### src/lrab_pkg.sv
// Shared types and constants for the layer rectangle alpha blender.
package lrab_pkg;

  localparam int unsigned NumChan = 4;
  localparam int unsigned CfgIdxW = 3;
  localparam int unsigned CfgDataW = 32;

  // Register indexes on the configuration port
  localparam logic [CfgIdxW-1:0] CfgRectLeft = 3'd0;
  localparam logic [CfgIdxW-1:0] CfgRectTop = 3'd1;
  localparam logic [CfgIdxW-1:0] CfgRectRight = 3'd2;
  localparam logic [CfgIdxW-1:0] CfgRectBottom = 3'd3;
  localparam logic [CfgIdxW-1:0] CfgLayerColor = 3'd4;
  localparam logic [CfgIdxW-1:0] CfgLayerOpacity = 3'd5;
  localparam logic [CfgIdxW-1:0] CfgWipeEnable = 3'd6;
  localparam logic [CfgIdxW-1:0] CfgWipeProgress = 3'd7;

  // Channel slots, red in the low byte
  localparam int unsigned ChanRed = 0;
  localparam int unsigned ChanGreen = 1;
  localparam int unsigned ChanBlue = 2;
  localparam int unsigned ChanAlpha = 3;

  // 255 * 255 full scale and its rounding offset
  localparam logic [15:0] FullScale = 16'd65025;
  localparam logic [23:0] HalfScale = 24'd32512;
  // floor(num / 65025) ~ (num * 16512) >> 30, never over, at most one under
  localparam logic [14:0] RecipMul = 15'd16512;
  localparam int unsigned RecipShift = 30;
  localparam int unsigned RecipW = 39;

  localparam logic [8:0] ProgressOne = 9'd256;

  typedef logic [7:0] byte_t;
  typedef logic [23:0] term_t;

  // Per-stage load enables for the blend lanes
  typedef struct packed {
    logic s2;
    logic s3;
    logic s4;
  } lrab_en_t;

  // Layer terms fixed for the whole frame
  typedef struct packed {
    logic [15:0]               inv_cover;
    term_t [NumChan-1:0]       src_term;
  } lrab_blend_t;

endpackage

### src/lrab_cfg.sv
// Configuration registers and the layer terms derived from them.
module lrab_cfg
  import lrab_pkg::*;
#(
  parameter int COORD_WIDTH = 12
) (
  input  logic                   clk_i,
  input  logic                   rst_ni,
  input  logic                   cfg_we_i,
  input  logic [CfgIdxW-1:0]     cfg_idx_i,
  input  logic [CfgDataW-1:0]    cfg_data_i,
  output logic [COORD_WIDTH:0]   left_o,
  output logic [COORD_WIDTH:0]   top_o,
  output logic [COORD_WIDTH:0]   bottom_o,
  output logic [COORD_WIDTH:0]   right_o,
  output lrab_blend_t            blend_o
);

  localparam int EdgeW = COORD_WIDTH + 1;
  localparam int ScaleW = EdgeW + 9;

  logic [EdgeW-1:0] left_q, top_q, right_q, bottom_q;
  logic [31:0]      color_q;
  logic [7:0]       opacity_q;
  logic             wipe_en_q;
  logic [8:0]       progress_q;

  always_ff @(posedge clk_i or negedge rst_ni) begin
    if (!rst_ni) begin
      left_q     <= '0;
      top_q      <= '0;
      right_q    <= '0;
      bottom_q   <= '0;
      color_q    <= '0;
      opacity_q  <= 8'd255;
      wipe_en_q  <= 1'b0;
      progress_q <= ProgressOne;
    end else if (cfg_we_i) begin
      case (cfg_idx_i)
        CfgRectLeft:     left_q     <= cfg_data_i[EdgeW-1:0];
        CfgRectTop:      top_q      <= cfg_data_i[EdgeW-1:0];
        CfgRectRight:    right_q    <= cfg_data_i[EdgeW-1:0];
        CfgRectBottom:   bottom_q   <= cfg_data_i[EdgeW-1:0];
        CfgLayerColor:   color_q    <= cfg_data_i[31:0];
        CfgLayerOpacity: opacity_q  <= cfg_data_i[7:0];
        CfgWipeEnable:   wipe_en_q  <= cfg_data_i[0];
        CfgWipeProgress: progress_q <= cfg_data_i[8:0];
        default: ;
      endcase
    end
  end

  // First derived stage: wiped width and coverage S * O
  logic [EdgeW-1:0]  wid_raw, wid_a_d, wid_a_q;
  logic [8:0]        prog_sat;
  logic [ScaleW-1:0] scaled;
  logic [15:0]       cover_a_d, cover_a_q;

  always_comb begin
    wid_raw   = (right_q > left_q) ? (right_q - left_q) : '0;
    prog_sat  = (progress_q > ProgressOne) ? ProgressOne : progress_q;
    scaled    = ScaleW'(wid_raw) * ScaleW'(prog_sat) + ScaleW'(128);
    wid_a_d   = wipe_en_q ? scaled[EdgeW+7:8] : wid_raw;
    cover_a_d = 16'(color_q[31:24]) * 16'(opacity_q);
  end

  always_ff @(posedge clk_i or negedge rst_ni) begin
    if (!rst_ni) begin
      wid_a_q   <= '0;
      cover_a_q <= '0;
    end else begin
      wid_a_q   <= wid_a_d;
      cover_a_q <= cover_a_d;
    end
  end

  // Second derived stage: right edge, 1 - a, premultiplied source terms
  logic [EdgeW-1:0] right_eff_q;
  lrab_blend_t      blend_d, blend_q;

  always_comb begin
    blend_d.inv_cover = FullScale - cover_a_q;
    for (int c = 0; c < NumChan; c++) begin
      if (c == ChanAlpha) begin
        blend_d.src_term[c] = 24'(8'd255) * 24'(cover_a_q) + HalfScale;
      end else begin
        blend_d.src_term[c] = 24'(color_q[8*c +: 8]) * 24'(cover_a_q) + HalfScale;
      end
    end
  end

  always_ff @(posedge clk_i or negedge rst_ni) begin
    if (!rst_ni) begin
      right_eff_q        <= '0;
      blend_q.inv_cover  <= FullScale;
      blend_q.src_term   <= {NumChan{HalfScale}};
    end else begin
      right_eff_q <= left_q + wid_a_q;
      blend_q     <= blend_d;
    end
  end

  assign left_o   = left_q;
  assign top_o    = top_q;
  assign bottom_o = bottom_q;
  assign right_o  = right_eff_q;
  assign blend_o  = blend_q;

endmodule

### src/lrab_lane.sv
// One color channel of the blend: multiply, sum, reciprocal divide, correct.
module lrab_lane
  import lrab_pkg::*;
(
  input  logic        clk_i,
  input  lrab_en_t    en_i,
  input  byte_t       dst_i,
  input  logic [15:0] inv_cover_i,
  input  term_t       src_term_i,
  output byte_t       dst_o,
  output byte_t       mix_o
);

  byte_t            dst2_q, dst3_q, dst4_q;
  term_t            prod2_q, num3_q, num4_q;
  logic [8:0]       quo4_q;
  logic [RecipW-1:0] recip;

  assign recip = RecipW'(num3_q) * RecipW'(RecipMul);

  always_ff @(posedge clk_i) begin
    if (en_i.s2) begin
      dst2_q  <= dst_i;
      prod2_q <= 24'(dst_i) * 24'(inv_cover_i);
    end
    if (en_i.s3) begin
      dst3_q <= dst2_q;
      num3_q <= src_term_i + prod2_q;
    end
    if (en_i.s4) begin
      dst4_q <= dst3_q;
      num4_q <= num3_q;
      quo4_q <= recip[RecipShift +: 9];
    end
  end

  // Estimate is exact or one short; the remainder tells which.
  logic [24:0] back;
  logic [24:0] rem;
  logic [8:0]  quo;

  always_comb begin
    back  = 25'(quo4_q) * 25'(FullScale);
    rem   = 25'(num4_q) - back;
    quo   = quo4_q + 9'(rem >= 25'(FullScale));
    mix_o = (quo > 9'd255) ? 8'd255 : quo[7:0];
  end

  assign dst_o = dst4_q;

endmodule

### src/layer_rect_alpha_blend.sv
// Top level of the layer rectangle source-over blender.
//
// Takes one destination pixel per clock unless back pressure or a register
// write holds the input off, and returns it source-over blended with the
// solid layer color when it falls inside the layer rectangle, unchanged
// otherwise; m_axis_tuser flags covered pixels. The five register stages
// are input capture, the 1 - a multiply with the rectangle test, the sum
// with the premultiplied source term, a reciprocal multiply for the divide
// by 65025, and the corrected output byte. Each stage stalls on its own,
// so bubbles close up under back pressure and a new pixel enters whenever
// stage one can move. Geometry and color terms are recomputed from the
// registers in derived stages, so the input holds off for the cycle after
// each register write; writes must come while no pixel is in flight.
module layer_rect_alpha_blend
  import lrab_pkg::*;
#(
  parameter int COORD_WIDTH = 12
) (
  input  logic                  clk_i,
  input  logic                  rst_ni,
  input  logic                  cfg_we_i,
  input  logic [CfgIdxW-1:0]    cfg_idx_i,
  input  logic [CfgDataW-1:0]   cfg_data_i,
  input  logic                  s_axis_tvalid,
  output logic                  s_axis_tready,
  // pix_x, pix_y, dst_red, dst_green, dst_blue, dst_alpha, zero pad
  input  logic [((2*COORD_WIDTH+32+7)/8)*8-1:0] s_axis_tdata,
  output logic                  m_axis_tvalid,
  input  logic                  m_axis_tready,
  // out_red, out_green, out_blue, out_alpha
  output logic [31:0]           m_axis_tdata,
  // covered
  output logic                  m_axis_tuser
);

  localparam int EdgeW = COORD_WIDTH + 1;
  localparam int DstLo = 2 * COORD_WIDTH;

  logic [EdgeW-1:0] left, top, bottom, right;
  lrab_blend_t      blend;

  lrab_cfg #(
    .COORD_WIDTH(COORD_WIDTH)
  ) u_cfg (
    .clk_i     (clk_i),
    .rst_ni    (rst_ni),
    .cfg_we_i  (cfg_we_i),
    .cfg_idx_i (cfg_idx_i),
    .cfg_data_i(cfg_data_i),
    .left_o    (left),
    .top_o     (top),
    .bottom_o  (bottom),
    .right_o   (right),
    .blend_o   (blend)
  );

  // Valid chain and per-stage ready
  logic v1_q, v2_q, v3_q, v4_q, v5_q;
  logic rdy1, rdy2, rdy3, rdy4, rdy5;
  logic cfg_we_q;
  lrab_en_t en;

  assign rdy5 = !v5_q || m_axis_tready;
  assign rdy4 = !v4_q || rdy5;
  assign rdy3 = !v3_q || rdy4;
  assign rdy2 = !v2_q || rdy3;
  assign rdy1 = !v1_q || rdy2;
  assign en   = '{s2: rdy2, s3: rdy3, s4: rdy4};

  always_ff @(posedge clk_i or negedge rst_ni) begin
    if (!rst_ni) begin
      v1_q     <= 1'b0;
      v2_q     <= 1'b0;
      v3_q     <= 1'b0;
      v4_q     <= 1'b0;
      v5_q     <= 1'b0;
      cfg_we_q <= 1'b0;
    end else begin
      cfg_we_q <= cfg_we_i;
      if (rdy1) v1_q <= s_axis_tvalid && !cfg_we_q;
      if (rdy2) v2_q <= v1_q;
      if (rdy3) v3_q <= v2_q;
      if (rdy4) v4_q <= v3_q;
      if (rdy5) v5_q <= v4_q;
    end
  end

  // Stage 1: capture the request
  logic [COORD_WIDTH-1:0] x1_q, y1_q;
  byte_t [NumChan-1:0]    dst1_q;

  always_ff @(posedge clk_i) begin
    if (rdy1) begin
      x1_q   <= s_axis_tdata[COORD_WIDTH-1:0];
      y1_q   <= s_axis_tdata[2*COORD_WIDTH-1:COORD_WIDTH];
      dst1_q <= s_axis_tdata[DstLo +: 32];
    end
  end

  // Stage 2: rectangle test, carried alongside the lanes
  logic in_rect;
  logic inside2_q, inside3_q, inside4_q;

  assign in_rect = (EdgeW'(x1_q) >= left) && (EdgeW'(x1_q) < right) &&
                   (EdgeW'(y1_q) >= top) && (EdgeW'(y1_q) < bottom);

  always_ff @(posedge clk_i) begin
    if (rdy2) inside2_q <= in_rect;
    if (rdy3) inside3_q <= inside2_q;
    if (rdy4) inside4_q <= inside3_q;
  end

  byte_t [NumChan-1:0] dst4, mix4;

  for (genvar c = 0; c < NumChan; c++) begin : g_lane
    lrab_lane u_lane (
      .clk_i      (clk_i),
      .en_i       (en),
      .dst_i      (dst1_q[c]),
      .inv_cover_i(blend.inv_cover),
      .src_term_i (blend.src_term[c]),
      .dst_o      (dst4[c]),
      .mix_o      (mix4[c])
    );
  end

  // Stage 5: output register
  byte_t [NumChan-1:0] out5_q;
  logic                cov5_q;

  always_ff @(posedge clk_i) begin
    if (rdy5) begin
      out5_q <= inside4_q ? mix4 : dst4;
      cov5_q <= inside4_q;
    end
  end

  assign s_axis_tready = rdy1 && !cfg_we_q;
  assign m_axis_tvalid = v5_q;
  assign m_axis_tdata  = out5_q;
  assign m_axis_tuser  = cov5_q;

endmodule

### config.mk
export PLATFORM = sky130hd
export DESIGN_NAME = layer_rect_alpha_blend
export DESIGN_NICKNAME = d
export VERILOG_FILES = /design/src/lrab_pkg.sv /design/src/lrab_cfg.sv /design/src/lrab_lane.sv /design/src/layer_rect_alpha_blend.sv
export SDC_FILE = /design/constraint.sdc
export NUM_CORES = 2
export LEC_CHECK = 0
export BUFFER_PORTS_ARGS = -buffer_cell sky130_fd_sc_hd__buf_4
export CAP_MARGIN = 30
export CORE_AREA = 2 2 379 381
export CTS_CLUSTER_DIAMETER = 40
export DETAILED_ROUTE_END_ITERATION = 10
export DIE_AREA = 0 0 381 383
export GPL_TIMING_DRIVEN = 0
export HOLD_SLACK_MARGIN = 0.06
export PLACE_DENSITY = 0.74
export SETUP_SLACK_MARGIN = 0.02
export SKIP_CTS_REPAIR_TIMING = 1
export SLEW_MARGIN = 10
export SYNTH_ARGS = -nofsm -noshare
export SYNTH_HDL_FRONTEND = slang
export SYNTH_SLANG_ARGS = --single-unit
### constraint.sdc
create_clock -name clk_i -period 9.9 [get_ports clk_i]
set_clock_uncertainty 0.1 [all_clocks]
set_input_delay 1.98 -clock clk_i [delete_from_list [all_inputs] [get_ports clk_i]]
set_output_delay 1.98 -clock clk_i [all_outputs]
set_load 0.05 [all_outputs]
======== Yosys cells after proc, flatten, opt, wreduce, memory -nomap -nowiden ========
Index checks and enable logic that the tools add are counted.
storage, ports and cells
  bits in registers ....................... 774
  output and inout port bits .............. 35
  input bits .............................. 96
  word-level logic and storage cells ...... 156
operators by class
  mux-type cells .......................... 8
  $add $sub $neg .......................... 20
  multipliers ............................. 18
  magnitude comparators ................... 14
  reductions and logical operators ........ 25
  eq/ne operators ......................... 7
operators by type and width
  operator                                                                          number
  8-bit by 16-bit multiplier with 24-bit output                                     7
  24-bit by 8-bit multiplier with 32-bit output (second input constant)             4
  25-bit by 16-bit >= comparator with 1-bit output (second input constant)          4
  9-bit by 16-bit multiplier with 25-bit output (second input constant)             4
  24-bit by 25-bit subtractor with 25-bit output                                    4
  24-bit by 15-bit adder with 24-bit output (second input constant)                 4
  24-bit adder                                                                      4
  9-bit by 1-bit adder with 9-bit output                                            4
  9-bit by 8-bit greater-than comparator with 1-bit output (second input constant)  4
  32-bit 2-to-1 mux                                                                 1
  8-bit 2-to-1 mux                                                                  4
  12-bit by 13-bit >= comparator with 1-bit output                                  2
  12-bit by 13-bit less-than comparator with 1-bit output                           2
  13-bit 2-to-1 mux                                                                 2
  8-bit by 16-bit multiplier with 24-bit output (first input constant)              1
  21-bit by 8-bit adder with 21-bit output (second input constant)                  1
  13-bit by 9-bit multiplier with 21-bit output                                     1
  8-bit by 8-bit multiplier with 16-bit output                                      1
  2-bit AND reduction                                                               8
  16-bit subtractor (first input constant)                                          1
  13-bit adder                                                                      1
  13-bit greater-than comparator                                                    1
  13-bit subtractor                                                                 1
  3-bit == test (second input constant)                                             4
  other kinds (8)                                                                   22

======== Longest topological paths before layout ========
  word-level depth ........................ 7
  gate-level depth with buffers ........... 32

======== Modules after synthesis ========
From an unflattened synthesis, not the netlist that was laid out.
unflattened totals
  cells, all modules ...................... 8110
  area, all modules ....................... 83064.7 um2
modules (own cells, without submodules)
  module                            area each (um2)  seq. area each (um2)  instances  cells an instance
  lrab_cfg                          29568.4          6462.4                1          2947
  lrab_lane (g_lane[1].u_lane ...)  12369.4          3153.0                2          1233
  lrab_lane (g_lane[0].u_lane)      12204.2          3153.0                1          1212
  lrab_lane (g_lane[3].u_lane)      12019.0          3153.0                1          1175
  layer_rect_alpha_blend            4534.3           2912.8                1          310

======== Worst setup path before layout ========
Ideal clock, no wire load.
  kind .................................... input -> output
  start ................................... in m_axis_tready
  end ..................................... out s_axis_tready
  slack ................................... 1.199 ns
  cell stages on the path ................. 4
  arrival time ............................ 6.621 ns
  required time ........................... 7.820 ns
  cells stage by stage .................... nor2b_1 -> nand3_1 -> nor2_1 -> a21oi_1
between the ends
  longest elaborated chain between the ends .. 6
RTL lines
  what                RTL line                       text
  start: declaration  layer_rect_alpha_blend.sv:29   input logic m_axis_tready,
  1-bit logical OR    layer_rect_alpha_blend.sv:63   assign rdy5 = !v5_q || m_axis_tready;
  1-bit logical OR    layer_rect_alpha_blend.sv:64   assign rdy4 = !v4_q || rdy5;
  1-bit logical OR    layer_rect_alpha_blend.sv:65   assign rdy3 = !v3_q || rdy4;
  net rdy3            layer_rect_alpha_blend.sv:59   logic rdy1, rdy2, rdy3, rdy4, rdy5;
  1-bit logical OR    layer_rect_alpha_blend.sv:66   assign rdy2 = !v2_q || rdy3;
  1-bit logical OR    layer_rect_alpha_blend.sv:67   assign rdy1 = !v1_q || rdy2;
  1-bit logical AND   layer_rect_alpha_blend.sv:138  assign s_axis_tready = rdy1 && !cfg_we_q;
  end: declaration    layer_rect_alpha_blend.sv:25   output logic s_axis_tready,
The timed path passes the listed nets, and every way through them passes these cells.

======== Worst setup path in the final report ========
  start ................................... reg u_cfg.left_q[0] (netlist: u_cfg.left_o[0])
  end ..................................... reg u_cfg.wid_a_q[12]
between the ends
  longest elaborated chain between the ends .. 5
  elaborated cells between the ends (all ways) .. 6
  classes of those cells .................. 2 x add/sub; 1 x mul; 1 x order compare; 2 x mux
RTL lines
  what                                                                        RTL line        text
  start: declaration                                                          lrab_cfg.sv:22  logic [EdgeW-1:0] left_q, top_q, right_q, bottom_q;
  start signal: assignment                                                    lrab_cfg.sv:40  CfgRectLeft: left_q <= cfg_data_i[EdgeW-1:0];
  13-bit subtractor / 13-bit greater-than comparator (equally long branches)  lrab_cfg.sv:60  wid_raw = (right_q > left_q) ? (right_q - left_q) : '0;
  13-bit 2-to-1 mux *                                                         lrab_cfg.sv:60
  13-bit by 9-bit multiplier with 21-bit output                               lrab_cfg.sv:62  scaled = ScaleW'(wid_raw) * ScaleW'(prog_sat) + ScaleW'(128);
  21-bit by 8-bit adder with 21-bit output                                    lrab_cfg.sv:62
  13-bit 2-to-1 mux *                                                         lrab_cfg.sv:63  wid_a_d = wipe_en_q ? scaled[EdgeW+7:8] : wid_raw;
  net u_cfg.wid_a_d[12]                                                       lrab_cfg.sv:54  logic [EdgeW-1:0] wid_raw, wid_a_d, wid_a_q;
  end signal: assignment                                                      lrab_cfg.sv:72  wid_a_q <= wid_a_d;
  end: declaration                                                            lrab_cfg.sv:54
The timed path passes the listed nets; every way through them passes the cells marked *.
A chain may end at the register's enable or synchronous reset.

==> results.yml <==
setup_path:
  crit_slowest_cell: "a2111oi_0"
  cp.arrival_ns: 9.16
  startpoint_type: "flip-flop"
  critPathMaxStageDelay_ns: 0.64
  worstPathRequired_ns: 10.49
  crit_type: "reg -> reg"
  critPathCaptureType: "flip-flop"
  path_max_fanout: 9
global_route:
  use_met2_pct: 46.75
  top_usage_layer: "met2"
  grtUsageMet1_pct: 37.26
  grt_max_degree: 107
  grt_pass1_wl_um: 325100
  grt_pass1_vias: 60450
  grt.met3_usage_pct: 4.902
  antenna_found_initial: 11
  grt_util_all_layers_pct: 28.29
  grt-ovfl-total: 0
clock_network:
  clk_pin_slew_ns: 0.06
  clkLatencyLatePin_ns: 0.77
  numCtsBuffers: 119
  cts_tree: "done"
  clockBufferDepth: 3
  cts-root-buf: "clkbuf_16"
  cts.htree.levels: 3
  clock_sinks: 774
flow_run:
  maxCapViolCount: 0
synth:
  synth_cell_types: 83
  synth_seq_area_share_pct: 26.94
  synth_ff_type: "edfxtp_1"
  ys_ff_latch: 774
  synthDominantCellAreaShare_pct: 22.52
  netlist_instances: 7968
  synth_top_cell_by_area: "fa_1"
  synth_async_sr_flop_share_pct: 33.85
  yosysWarningCount: 0
  syn-cell-area_um2: 81610
  synth_most_common_cell: "inv_1"
  syn_area_per_cell_um2: 10.24
  synth-edff-count: 512
  synthTopCellsByCount: "inv_1 (1371), ha_1 (1102), fa_1 (918)"
  ys_top_cells_by_area: "fa_1 (23%), edfxtp_1 (19%), ha_1 (17%)"
  synth_nets: 10080
drt:
  wl_per_cell_um: 19.65
  avgViaCountPerCell: 5.624
  drtIter0Drc: 3904
  drc: 0
  final_antenna_net_count: 0
  dr_total_vias: 57610
  wl_um: 201300
  firstDrtPassIters: 5
sta:
  rsz0062_at_grt: "false"
  setup_violations: 0
  drv_slew: 0
  relSlewSlack_pct: 30.31
  hold_violations: 0
  max_freq_mhz: 116.7
  worstMarginPinSlew_ns: 1.037
  layout_min_cycle_time_ns: 8.570
  post-route-period-util_pct: 86.57
placed_design:
  hpwl_um: 161600
  dpl-instance-area_um2: 85260
  place_congestion: 0.9506
  placement.io_buffers: 128
floorplanning:
  dieArea_um2: 145900
  dieHeight_um: 383
  die_width_um: 381
  row_count: 139
  ios: 131
  core_area_um2: 142300
  start_util_pct: 57.37
final_layout:
  design_area_um2: 89570
  layout-drive-gt1-share_pct: 6.500
  area_growth_pct: 9.758
  nets: 10350
hold_path:
  hold_path_class: "reg -> reg"
run_status:
  status: "finished clean"
## cell families (layout without fill, tap and decap cells)
family	after synthesis	count (layout)	share of synthesized area [%]
adders and majority gates	2022	2022	39.44
AOI/OAI and AO/OA	997	997	8.046
other	0	3	0
buffers and inverters	1571	1941	7.226
muxes	103	103	1.398
DFF	774	774	26.94
and+or+nand+nor	2086	2086	12.50
xor gates and xnor gates	415	415	4.454
## routing by layer
metal	up-vias	wire [um]
li1	26640	-
met1	28580	83970
met2	1875	94280
met3	510	14120
met4	8	8888
met5	-	50
## area by class of cell
class                           count  area (um^2)
Antenna cell                        3        7.507
Buffer                            200        752.0
Clock buffer                      136         3208
Clock inverter                     91         1085
Fill cell                       11460        52690
Inverter                         1371         5151
Multi-Input combinational cell   5623        53750
Sequential cell                   774        21990
Tap cell                         1903         2381
Timing Repair Buffer              143         1249
## path summary, 6_finish.rpt
| path | start | to | slack, ns | depth (start not counted) |
|---|---|---|---|---|
| worst min register to register | g_lane[1].u_lane.dst2_q[2] | g_lane[1].u_lane.dst3_q[2] | 0.31 | 0 |
| worst max register to register | u_cfg.left_o[0] | u_cfg.wid_a_q[12] | 1.33 | 30 |
| worst min-delay path | g_lane[1].u_lane.dst2_q[2] | g_lane[1].u_lane.dst3_q[2] | 0.31 | 0 |
| min in group asynchronous | rst_ni | u_cfg.progress_q[6] | 1.06 | 1 |
| worst max-delay path | u_cfg.left_o[0] | u_cfg.wid_a_q[12] | 1.33 | 30 |
| max in group asynchronous | rst_ni | u_cfg.blend_o[35] | 7.64 | 2 |
## metrics by stage
step / setup WS [ns] / util, % / hold slack, ns / instances / setup TNS, ns
CTS: 1.436 / 62.95 / 0.3125 / 10240 / 0
global placement: -2.345 / 59.71 / 0.3011 / 9999 / -408.62
finish: 1.330 / 62.96 / 0.3113 / 10240 / 0
global route: 0.8797 / 62.96 / 0.3170 / 10240 / 0
detailed placement: 1.498 / 59.93 / 0.3045 / 10010 / 0
floorplan: 1.199 / - / 0.3003 / 7968 / 0
## sequential cells by signal (all words and copies together), names as in the netlist, 36 cells and up
name                   cells
g_lane.u_lane.num3_q      96
g_lane.u_lane.num4_q      96
g_lane.u_lane.quo4_q      36
u_cfg.blend_o            112
g_lane.u_lane.prod2_q     96
## placed cells by master (no fill, tap or decap), types with 114 or more instances in the layout
cell type,Yosys,routed
a21o_1,114,114
inv_1,1371,1369
xnor2_1,304,304
clkbuf_16,0,124
ha_1,1102,1102
and2_1,500,500
o21ai_0,211,211
nor2_1,319,319
fa_1,918,918
edfxtp_1,512,512
a21oi_1,250,250
buf_4,0,127
dfrtp_1,217,217
nand2_1,763,761
clkbuf_1,195,200
## worst max-delay path: cells and delay by family, from the launching register on
kind                     cells  cell delay (ns)
adder cells (fa/ha/maj)      8             3.28
AO/OA/AOI/OAI               11             2.81
AND/OR/NAND/NOR              5             0.90
buffers and inverters        5             0.65
flip-flops                   1             0.46
XOR/XNOR                     1             0.29
Power is left out: the tool's default activity adds up to more than one toggle a clock period on the data nets, which glitch-free logic cannot reach.
